==> src/design/bla_pkg.sv <==
package bla_pkg;

    // Tree size and lifting depth
    localparam int NODES   = 4096;
    localparam int LEVELS  = 12;

    // Field widths fixed by the item formats
    localparam int NODE_W  = 12;
    localparam int DEPTH_W = 12;
    localparam int REL_W   = 2;

    // Derived memory geometry
    localparam int NODE_AW   = $clog2(NODES);
    localparam int ANC_DEPTH = NODES * LEVELS;
    localparam int ANC_AW    = $clog2(ANC_DEPTH);
    localparam int LVL_W     = $clog2(LEVELS);

    localparam logic [DEPTH_W-1:0] DEPTH_MAX = {DEPTH_W{1'b1}};

    // Item codes
    localparam logic MODE_ATTACH = 1'b0;
    localparam logic MODE_QUERY  = 1'b1;
    localparam logic ST_OK       = 1'b0;
    localparam logic ST_ERR      = 1'b1;
    localparam logic [REL_W-1:0] REL_NONE = 2'd0;
    localparam logic [REL_W-1:0] REL_A    = 2'd1;
    localparam logic [REL_W-1:0] REL_B    = 2'd2;

    typedef struct packed {
        logic              mode;
        logic [NODE_W-1:0] node_a;
        logic [NODE_W-1:0] node_b;
    } t_in_item;

    typedef struct packed {
        logic              status;
        logic [NODE_W-1:0] lca_node;
        logic [REL_W-1:0]  relation;
    } t_out_item;

    // Depth store port request
    typedef struct packed {
        logic               en;
        logic               we;
        logic [NODE_AW-1:0] addr;
        logic [DEPTH_W-1:0] wdata;
    } t_dep_req;

    // Ancestor table port request
    typedef struct packed {
        logic              en;
        logic              we;
        logic [ANC_AW-1:0] addr;
        logic [NODE_W-1:0] wdata;
    } t_anc_req;

    // Result handoff from the sequencer to the output stage
    typedef struct packed {
        logic      valid;
        t_out_item item;
    } t_res_push;

    function automatic logic [NODE_AW-1:0] dep_addr(input logic [NODE_W-1:0] node);
        return NODE_AW'(node);
    endfunction

    function automatic logic [ANC_AW-1:0] anc_addr(input logic [NODE_W-1:0] node,
                                                    input logic [LVL_W-1:0] lvl);
        int row;
        row = int'(node) * LEVELS + int'(lvl);
        return ANC_AW'(row);
    endfunction

endpackage

==> src/design/bla_ctrl.sv <==
module bla_ctrl
    import bla_pkg::*;
(
    input  logic               i_clk,
    input  logic               i_rst_n,
    input  logic               i_in_valid,
    input  t_in_item           i_in_item,
    output logic               o_ready,
    output t_dep_req           o_dep_req,
    input  logic [DEPTH_W-1:0] i_dep_rdata,
    output t_anc_req           o_anc_req,
    input  logic [NODE_W-1:0]  i_anc_rdata,
    output t_res_push          o_res,
    input  logic               i_res_room
);

    typedef enum logic [4:0] {
        S_CLEAR,
        S_IDLE,
        S_RDA,
        S_RDB,
        S_CHK,
        S_AT_RD,
        S_AT_WR,
        S_L1_RD,
        S_L1_DEP,
        S_L1_CMP,
        S_EQ,
        S_L2_RX,
        S_L2_RY,
        S_L2_CMP,
        S_L2_UP,
        S_L2_LCA,
        S_DONE
    } t_state;

    t_state             r_state;
    logic [NODE_AW-1:0] r_cnt;
    logic               r_mode;
    logic [NODE_W-1:0]  r_a;
    logic [NODE_W-1:0]  r_b;
    logic [DEPTH_W-1:0] r_da;
    logic [DEPTH_W-1:0] r_dy;
    logic [NODE_W-1:0]  r_x;
    logic [NODE_W-1:0]  r_y;
    logic [NODE_W-1:0]  r_t;
    logic [LVL_W-1:0]   r_k;
    logic               r_status;
    logic [NODE_W-1:0]  r_lca;

    logic               a_ok;
    logic               b_usable;
    logic [DEPTH_W-1:0] par_depth;
    logic               attach_ok;
    logic               query_ok;
    logic               lvl_last;
    logic [NODE_W-1:0]  l2_ty;
    logic [REL_W-1:0]   rel;

    // Check the item once both depths are back (depth of node_b on the read port)
    always_comb begin
        a_ok      = (r_a != '0) && (int'(r_a) < NODES);
        b_usable  = (r_b != '0) && (int'(r_b) < NODES) && (i_dep_rdata != '0);
        par_depth = (r_b == '0) ? '0 : i_dep_rdata;
        attach_ok = a_ok && (r_da == '0) && ((r_b == '0) || b_usable)
                    && (par_depth < DEPTH_MAX);
        query_ok  = a_ok && (r_da != '0) && b_usable;
        lvl_last  = (r_k == LVL_W'(LEVELS - 1));
        l2_ty     = (r_y == '0) ? '0 : i_anc_rdata;
    end

    // Drive memory ports from the current step
    always_comb begin
        o_dep_req = '0;
        o_anc_req = '0;
        unique case (r_state)
            S_CLEAR: begin
                o_dep_req.en   = 1'b1;
                o_dep_req.we   = 1'b1;
                o_dep_req.addr = r_cnt;
            end
            S_RDA: begin
                o_dep_req.en   = 1'b1;
                o_dep_req.addr = dep_addr(r_a);
            end
            S_RDB: begin
                o_dep_req.en   = 1'b1;
                o_dep_req.addr = dep_addr(r_b);
            end
            S_CHK: begin
                if ((r_mode == MODE_ATTACH) && attach_ok) begin
                    o_dep_req.en    = 1'b1;
                    o_dep_req.we    = 1'b1;
                    o_dep_req.addr  = dep_addr(r_a);
                    o_dep_req.wdata = par_depth + 1'b1;
                    o_anc_req.en    = 1'b1;
                    o_anc_req.we    = 1'b1;
                    o_anc_req.addr  = anc_addr(r_a, '0);
                    o_anc_req.wdata = r_b;
                end
            end
            S_AT_RD: begin
                o_anc_req.en = 1'b1;
                if (r_x == '0) begin
                    o_anc_req.we   = 1'b1;
                    o_anc_req.addr = anc_addr(r_a, r_k);
                end else begin
                    o_anc_req.addr = anc_addr(r_x, r_k - 1'b1);
                end
            end
            S_AT_WR: begin
                o_anc_req.en    = 1'b1;
                o_anc_req.we    = 1'b1;
                o_anc_req.addr  = anc_addr(r_a, r_k);
                o_anc_req.wdata = i_anc_rdata;
            end
            S_L1_RD, S_L2_RX: begin
                o_anc_req.en   = 1'b1;
                o_anc_req.addr = anc_addr(r_x, r_k);
            end
            S_L1_DEP: begin
                o_dep_req.en   = 1'b1;
                o_dep_req.addr = dep_addr(i_anc_rdata);
            end
            S_L2_RY: begin
                o_anc_req.en   = 1'b1;
                o_anc_req.addr = anc_addr(r_y, r_k);
            end
            S_L2_UP: begin
                o_anc_req.en   = 1'b1;
                o_anc_req.addr = anc_addr(r_x, '0);
            end
            default: begin
                o_dep_req = '0;
                o_anc_req = '0;
            end
        endcase
    end

    // Sequence one item through the two memories
    always_ff @(posedge i_clk) begin
        if (!i_rst_n) begin
            r_state <= S_CLEAR;
            r_cnt   <= '0;
        end else begin
            unique case (r_state)
                S_CLEAR: begin
                    r_cnt <= r_cnt + 1'b1;
                    if (r_cnt == NODE_AW'(NODES - 1)) begin
                        r_state <= S_IDLE;
                    end
                end
                S_IDLE: begin
                    if (i_in_valid) begin
                        r_mode  <= i_in_item.mode;
                        r_a     <= i_in_item.node_a;
                        r_b     <= i_in_item.node_b;
                        r_state <= S_RDA;
                    end
                end
                S_RDA: begin
                    r_state <= S_RDB;
                end
                S_RDB: begin
                    r_da    <= i_dep_rdata;
                    r_state <= S_CHK;
                end
                S_CHK: begin
                    r_lca    <= '0;
                    r_status <= ST_ERR;
                    r_state  <= S_DONE;
                    if (r_mode == MODE_ATTACH) begin
                        if (attach_ok) begin
                            r_status <= ST_OK;
                            r_x      <= r_b;
                            r_k      <= LVL_W'(1);
                            r_state  <= S_AT_RD;
                        end
                    end else if (query_ok) begin
                        r_status <= ST_OK;
                        // Put the deeper node in x
                        if (r_da < i_dep_rdata) begin
                            r_x  <= r_b;
                            r_y  <= r_a;
                            r_dy <= r_da;
                        end else begin
                            r_x  <= r_a;
                            r_y  <= r_b;
                            r_dy <= i_dep_rdata;
                        end
                        r_k     <= LVL_W'(LEVELS - 1);
                        r_state <= S_L1_RD;
                    end
                end
                S_AT_RD: begin
                    if (r_x != '0) begin
                        r_state <= S_AT_WR;
                    end else if (lvl_last) begin
                        r_state <= S_DONE;
                    end else begin
                        r_k <= r_k + 1'b1;
                    end
                end
                S_AT_WR: begin
                    r_x <= i_anc_rdata;
                    if (lvl_last) begin
                        r_state <= S_DONE;
                    end else begin
                        r_k     <= r_k + 1'b1;
                        r_state <= S_AT_RD;
                    end
                end
                S_L1_RD: begin
                    r_state <= S_L1_DEP;
                end
                S_L1_DEP: begin
                    r_t     <= i_anc_rdata;
                    r_state <= S_L1_CMP;
                end
                S_L1_CMP: begin
                    // Lift x while it stays at or below the level of y
                    if (i_dep_rdata >= r_dy) begin
                        r_x <= r_t;
                    end
                    if (r_k == '0) begin
                        r_state <= S_EQ;
                    end else begin
                        r_k     <= r_k - 1'b1;
                        r_state <= S_L1_RD;
                    end
                end
                S_EQ: begin
                    if (r_x == r_y) begin
                        r_lca   <= r_x;
                        r_state <= S_DONE;
                    end else begin
                        r_k     <= LVL_W'(LEVELS - 1);
                        r_state <= S_L2_RX;
                    end
                end
                S_L2_RX: begin
                    r_state <= S_L2_RY;
                end
                S_L2_RY: begin
                    r_t     <= (r_x == '0) ? '0 : i_anc_rdata;
                    r_state <= S_L2_CMP;
                end
                S_L2_CMP: begin
                    // Lift both while their ancestors differ
                    if (r_t != l2_ty) begin
                        r_x <= r_t;
                        r_y <= l2_ty;
                    end
                    if (r_k == '0) begin
                        r_state <= S_L2_UP;
                    end else begin
                        r_k     <= r_k - 1'b1;
                        r_state <= S_L2_RX;
                    end
                end
                S_L2_UP: begin
                    r_state <= S_L2_LCA;
                end
                S_L2_LCA: begin
                    r_lca   <= (r_x == '0) ? '0 : i_anc_rdata;
                    r_state <= S_DONE;
                end
                S_DONE: begin
                    if (i_res_room) begin
                        r_state <= S_IDLE;
                    end
                end
                default: begin
                    r_state <= S_IDLE;
                end
            endcase
        end
    end

    // Relate the answer to the queried nodes
    always_comb begin
        rel = REL_NONE;
        if ((r_mode == MODE_QUERY) && (r_status == ST_OK)) begin
            if (r_lca == r_a) begin
                rel = REL_A;
            end else if (r_lca == r_b) begin
                rel = REL_B;
            end
        end
    end

    assign o_ready             = (r_state == S_IDLE);
    assign o_res.valid         = (r_state == S_DONE) && i_res_room;
    assign o_res.item.status   = r_status;
    assign o_res.item.lca_node = r_lca;
    assign o_res.item.relation = rel;

endmodule

==> config.mk <==
export PLATFORM = sky130hd
export DESIGN_NAME = bla_ctrl
export DESIGN_NICKNAME = d
export VERILOG_FILES = /design/src/design/bla_pkg.sv /design/src/design/bla_ctrl.sv
export SDC_FILE = /design/constraint.sdc
export NUM_CORES = 1
export LEC_CHECK = 0
export BUFFER_PORTS_ARGS = -buffer_cell sky130_fd_sc_hd__buf_4
export CELL_PAD_IN_SITES_DETAIL_PLACEMENT = 2
export CELL_PAD_IN_SITES_GLOBAL_PLACEMENT = 2
export CORE_MARGIN = 1.5
export CORE_UTILIZATION = 39
export CTS_CLUSTER_SIZE = 10
export DETAILED_ROUTE_END_ITERATION = 6
export PLACE_DENSITY_LB_ADDON = 0.1
export SYNTH_ARGS = -nofsm -noshare
export SYNTH_HDL_FRONTEND = slang
export SYNTH_SLANG_ARGS = --single-unit
==> constraint.sdc <==
create_clock -name i_clk -period 8.1 [get_ports i_clk]
set_input_delay 0.405 -clock i_clk [delete_from_list [all_inputs] [get_ports i_clk]]
set_output_delay 0.405 -clock i_clk [all_outputs]
set_load 0.005 [all_outputs]
# Word level (Yosys, flattened, before mapping)
# Cells that the tools add are included.
[totals]
output_inout_bits = 73
wordCells = 163
register_bits = 119
in_bits = 53
[op_classes]
n_addsub = 8
mux = 58
magnitude_cmp = 3
n_bitwise = 2
n_eq_ne = 36
n_reduce_logical = 40
mul = 3
[op_table]
columns = ["op", "n"]
rows = [
  ["12-bit 2-to-1 mux", 16],
  ["16-bit one-hot mux with 6 select lines", 1],
  ["5-bit one-hot mux with 17 select lines", 1],
  ["12-bit one-hot mux with 2 select lines", 3],
  ["12-bit one-hot mux with 5 select lines", 1],
  ["12-bit nonzero test", 5],
  ["5-bit 2-to-1 mux", 10],
  ["12-bit logical NOT", 4],
  ["12-bit one-hot mux with 4 select lines", 1],
  ["12-bit by 2-bit multiplier with 14-bit output (second input constant)", 3],
  ["5-bit by 4-bit equality test with 1-bit output (second input constant)", 8],
  ["12-bit equality test", 3],
  ["12-bit one-hot mux with 3 select lines", 1],
  ["16-bit by 4-bit adder with 16-bit output", 2],
  ["16-bit by 5-bit adder with 16-bit output", 2],
  ["4-bit 2-to-1 mux", 8],
  ["30-bit 2-to-1 mux", 1],
  ["26-bit 2-to-1 mux", 1],
  ["12-bit by 1-bit adder with 12-bit output (second input constant)", 2],
  ["2-bit inequality test (second input constant)", 11],
  ["5-bit by 3-bit equality test with 1-bit output (second input constant)", 4],
  ["4-bit one-hot mux with 5 select lines", 1],
  ["16-bit 2-to-1 mux", 1],
  ["12-bit equality test (second input constant)", 1],
  ["other kinds (34)", 59],
]

# Longest topological paths before layout
[depth]
ltp_word = 8
depth_mapped = 14

# Least setup slack after synthesis
# OpenSTA, ideal clock, no wires.
[synth_path]
path_kind = "register -> output"
startpoint = "reg r_x[0]"
endpoint = "out o_anc_req[27] in the netlist's numbering"
slack_ns = 4.005
stages_incl_launch_ff = 12
path_buffers = 0
arrival_time_ns = 3.690
t_required_ns = 7.695
cell_sequence = "edfxtp_1 -> ha_1 -> fa_1 -> a211oi_2 -> nor2_1 -> or4_4 -> or3_4 -> nor3_4 -> and4_4 -> a21o_1 -> a31oi_1 -> or4_1"
[synth_lines]
columns = ["item", "line", "source"]
rows = [
  ["start: declaration", "bla_ctrl.sv:44", "logic [NODE_W-1:0] r_x;"],
  ["start signal: assignment", "bla_ctrl.sv:175", "r_x <= r_b;"],
  ["start signal: assignment", "bla_ctrl.sv:183", "r_x <= r_b;"],
  ["start signal: assignment", "bla_ctrl.sv:187", "r_x <= r_a;"],
  ["end: declaration", "bla_ctrl.sv:11", "output t_anc_req o_anc_req,"],
]

==> key figures <==
Floorplanning
  – Die Ht: approximately 170 um
  – Core area: about 27000 um^2
  – Initial core utilization: around two fifths
  – Chip width: between 150 and 200 um
  – Boundary Pins: roughly 130
  – DIE AREA: between 20000 and 30000 um^2
  – Site Rows: 60

Clock tree
  – Post-cts resize count: 0
  – CTS root buf: clkbuf_16
  – CTS tree: yes
  – Cts hold-fix bufs: 0
  – Total CTS buffers: 17
  – H-tree depth: 4
  – Clk buf depth: 2
  – Worst-path clk slew: around 0.07 ns
  – Worst skew pair latency: between 0.4 and 0.5 ns
  – # Post-CTS Setup Buffers: 0
  – Clk sinks: roughly 120

Synth
  – Area leader, netlist: edfxtp_1
  – Mean post-synth cell area: between 8 and 9 um^2
  – Synth top area cells: edfxtp_1 28%, ha_1 10%, xnor2_1 5.5%
  – Post-synthesis sequential area ratio: between 30% and 40%
  – Synth cell count leaders: 131 x nand2_1, 103 x nor2_1, 102 x edfxtp_1
  – Yosys reg bits: roughly 120
  – Post-synthesis mux area share: approximately 1.6%
  – Synth Flop Type: edfxtp_1
  – Synthesized instance count: approximately 1300
  – Synth Area in Simple Gates: 20.1%
  – Synth warn: 0
  – Post-synth ARST share: 0%
  – Area share of fa/ha/maj cells after synthesis: between 10% and 20%
  – EDFF count, synth: 102
  – Post-Synth XOR/XNOR Area: 9.05%
  – Largest family of logic cells by synthesized area: compound AO/OA/AOI/OAI gates
  – Post-synthesis compound-gate area fraction: about a fifth
  – Count of different cell masters after synthesis: 84
  – Top-count cell post-synth: nand2_1
  – Mapped cell area: about 11000 um^2
  – Synthesized net count: about 1400
  – Top cell type's share of synthesized area: around 28%

Pwr
  – Power per cell area: between 100 and 150 nW/um^2
  – Lkg Pwr: around 5.2 nW
  – Max VDD drop: 0.122 mV

STA
  – F_max: approximately 0.19 GHz
  – RSZ-0062 raised after global routing: false
  – Max transition margin: ~8.6%
  – Setup Skew: between 0.009 and 0.01 ns
  – Final setup violation count: 0
  – Worst Tran Pin Value: between 1 and 1.5 ns
  – Final hold vios: 0
  – Total Neg Setup Slack: 0 ns
  – Final Critical Period: around 5.4 ns
  – Period utilization: roughly 67%
  – Final WS setup: ~2.7 ns
  – Final Max Tran Viols: 0

GRT
  – Global-route usage over all layers: around a third
  – First-pass GRT wire length: ~72000 um
  – Largest net degree at the start of global routing: 34
  – Gr ovfl total: 0
  – Vias in the first global route: approximately 12000
  – Initial antenna violation count: 0

Drt
  – Vias: roughly 11000
  – Drt pass-1 iters: 7
  – Post-DRT Antenna Nets: 0
  – DRC Markers: 1
  – Drt via density: roughly 6.2
  – DR WL/cell: 27.0 um
  – Final WL: 47500 um
  – DR iter-0 viols: between 900 and 1000

Setup path
  – Arrival time worst endpoint: around 5 ns
  – CP Capture Type: primary output
  – Slowest stage delay, CP: a little over 1 ns
  – Worst path cell trace: nor4_1 > a31oi_1 > ha_1 > nand2_1 > nor2_1 > nand4_1 > nand2_1 > a211o_1 > nor3_2 > nand2_1 > nor2_1 > buf_4
  – Crit Path Max Fanout: 15
  – Worst Setup Start Kind: flip-flop
  – WS Path Type: flip-flop to primary output
  – WP buf/inv: 1
  – Top Family by Delay on Critical Path: simple AND/OR/NAND/NOR gates
  – CP Data Required Time: between 7 and 8 ns
  – Crit-path slowest cell: nor3_2
  – Most frequent CP cell: nand2_1

Hold path
  – Hold crit path type: input port to flip-flop

Placement
  – DP HPWL: roughly 36000 um
  – Post-Place Setup Slack: 3.39 ns
  – PortBufs: around 130
  – Dpl cell area: 12200 um^2
  – Cell Count Post-Placement: about 1700
  – RePlAce Congestion: roughly 0.95

Layout
  – Layout Cells excl Fill: approximately 1800
  – Final core utilization: between 40% and 50%
  – Design Area, Final: approximately 13000 um^2
  – Fin nets: ~1500
  – # diodes: 0
  – Ratio of cells with drive above 1 in the final layout: between 10% and 20%
  – Area growth syn-to-layout: 17.7%

Run status
  – Status: complete, but fails checks
  – Violated checks: DRC

Flow run
  – Max_cap viols: 0
[per-layer routing]
metal	vias to the layer above	share of wire (%)	global-route usage, %
li1	4882	-	-
met1	5597	42	42.1
met2	421	49	58.1
met3	93	5.3	3.68
met4	0	3.3	12.0
met5	-	0	0
[flip-flops by register name, summed over array words and instances, names as in the netlist]
name,cells
r_da,12
r_k,4
r_a,12
r_y,12
r_state,5
r_t,12
r_b,12
r_status,1
r_lca,12
r_dy,12
r_mode,1
r_x,12
r_cnt,12
[area by class of cell]
type / instances / area, um^2
flip-flops and latches: 119 / 3400
well taps: 372 / 465
fillers: 3000 / 14300
clock buffers: 17 / 425
repair buffers: 140 / 1050
inverters: 88 / 330
clock inverters: 15 / 168
multi-input cells: 1008 / 6920
[power by group]
part           internal [W]  switching, W
Sequential         0.000672     0.0000195
Clock              0.000460      0.000329
Combinational     0.0000691      0.000106
[final timing paths]
path	to	slack (ns)	cells past startpoint	from
worst min-delay path	r_b[6]$_DFFE_PP_	0.14	1	i_in_item[6]
worst max-delay path	o_dep_req[7]	2.71	12	r_b[7]$_DFFE_PP_
worst min register to register	r_cnt[5]$_SDFFE_PN0N_	0.60	2	r_cnt[5]$_SDFFE_PN0N_
worst max register to register	r_k[1]$_DFFE_PP_	4.20	10	r_b[7]$_DFFE_PP_
[cell usage in the layout, fill, tap and decap left out, drive strengths merged, types with 22 or more instances in the layout]
master    n
buf     140
nand2   131
nor2    103
edfxtp  102
inv      93
o21ai    92
ha       90
xnor2    68
a21oi    64
nand3    44
xor2     44
nor3     43
a22o     22
[per-stage QoR]
step	hold WS [ns]	total power, W
final	0.141	0.00166
after global routing	0.135	0.00170
after CTS	0.132	0.00165
after detailed placement	0.562	0.000873
after global placement	0.542	0.000865
after floorplan	0.500	0.000790
[cell families (layout without fill, tap and decap cells)]
kind of cell,after synthesis,after routing
simple gates,446,446
compound gates,336,336
fa+ha+maj,97,97
mux,17,17
xor+xnor,112,112
flops,119,119
buf+inv,140,260
Note: power is estimated with default switching activity, not from simulation.
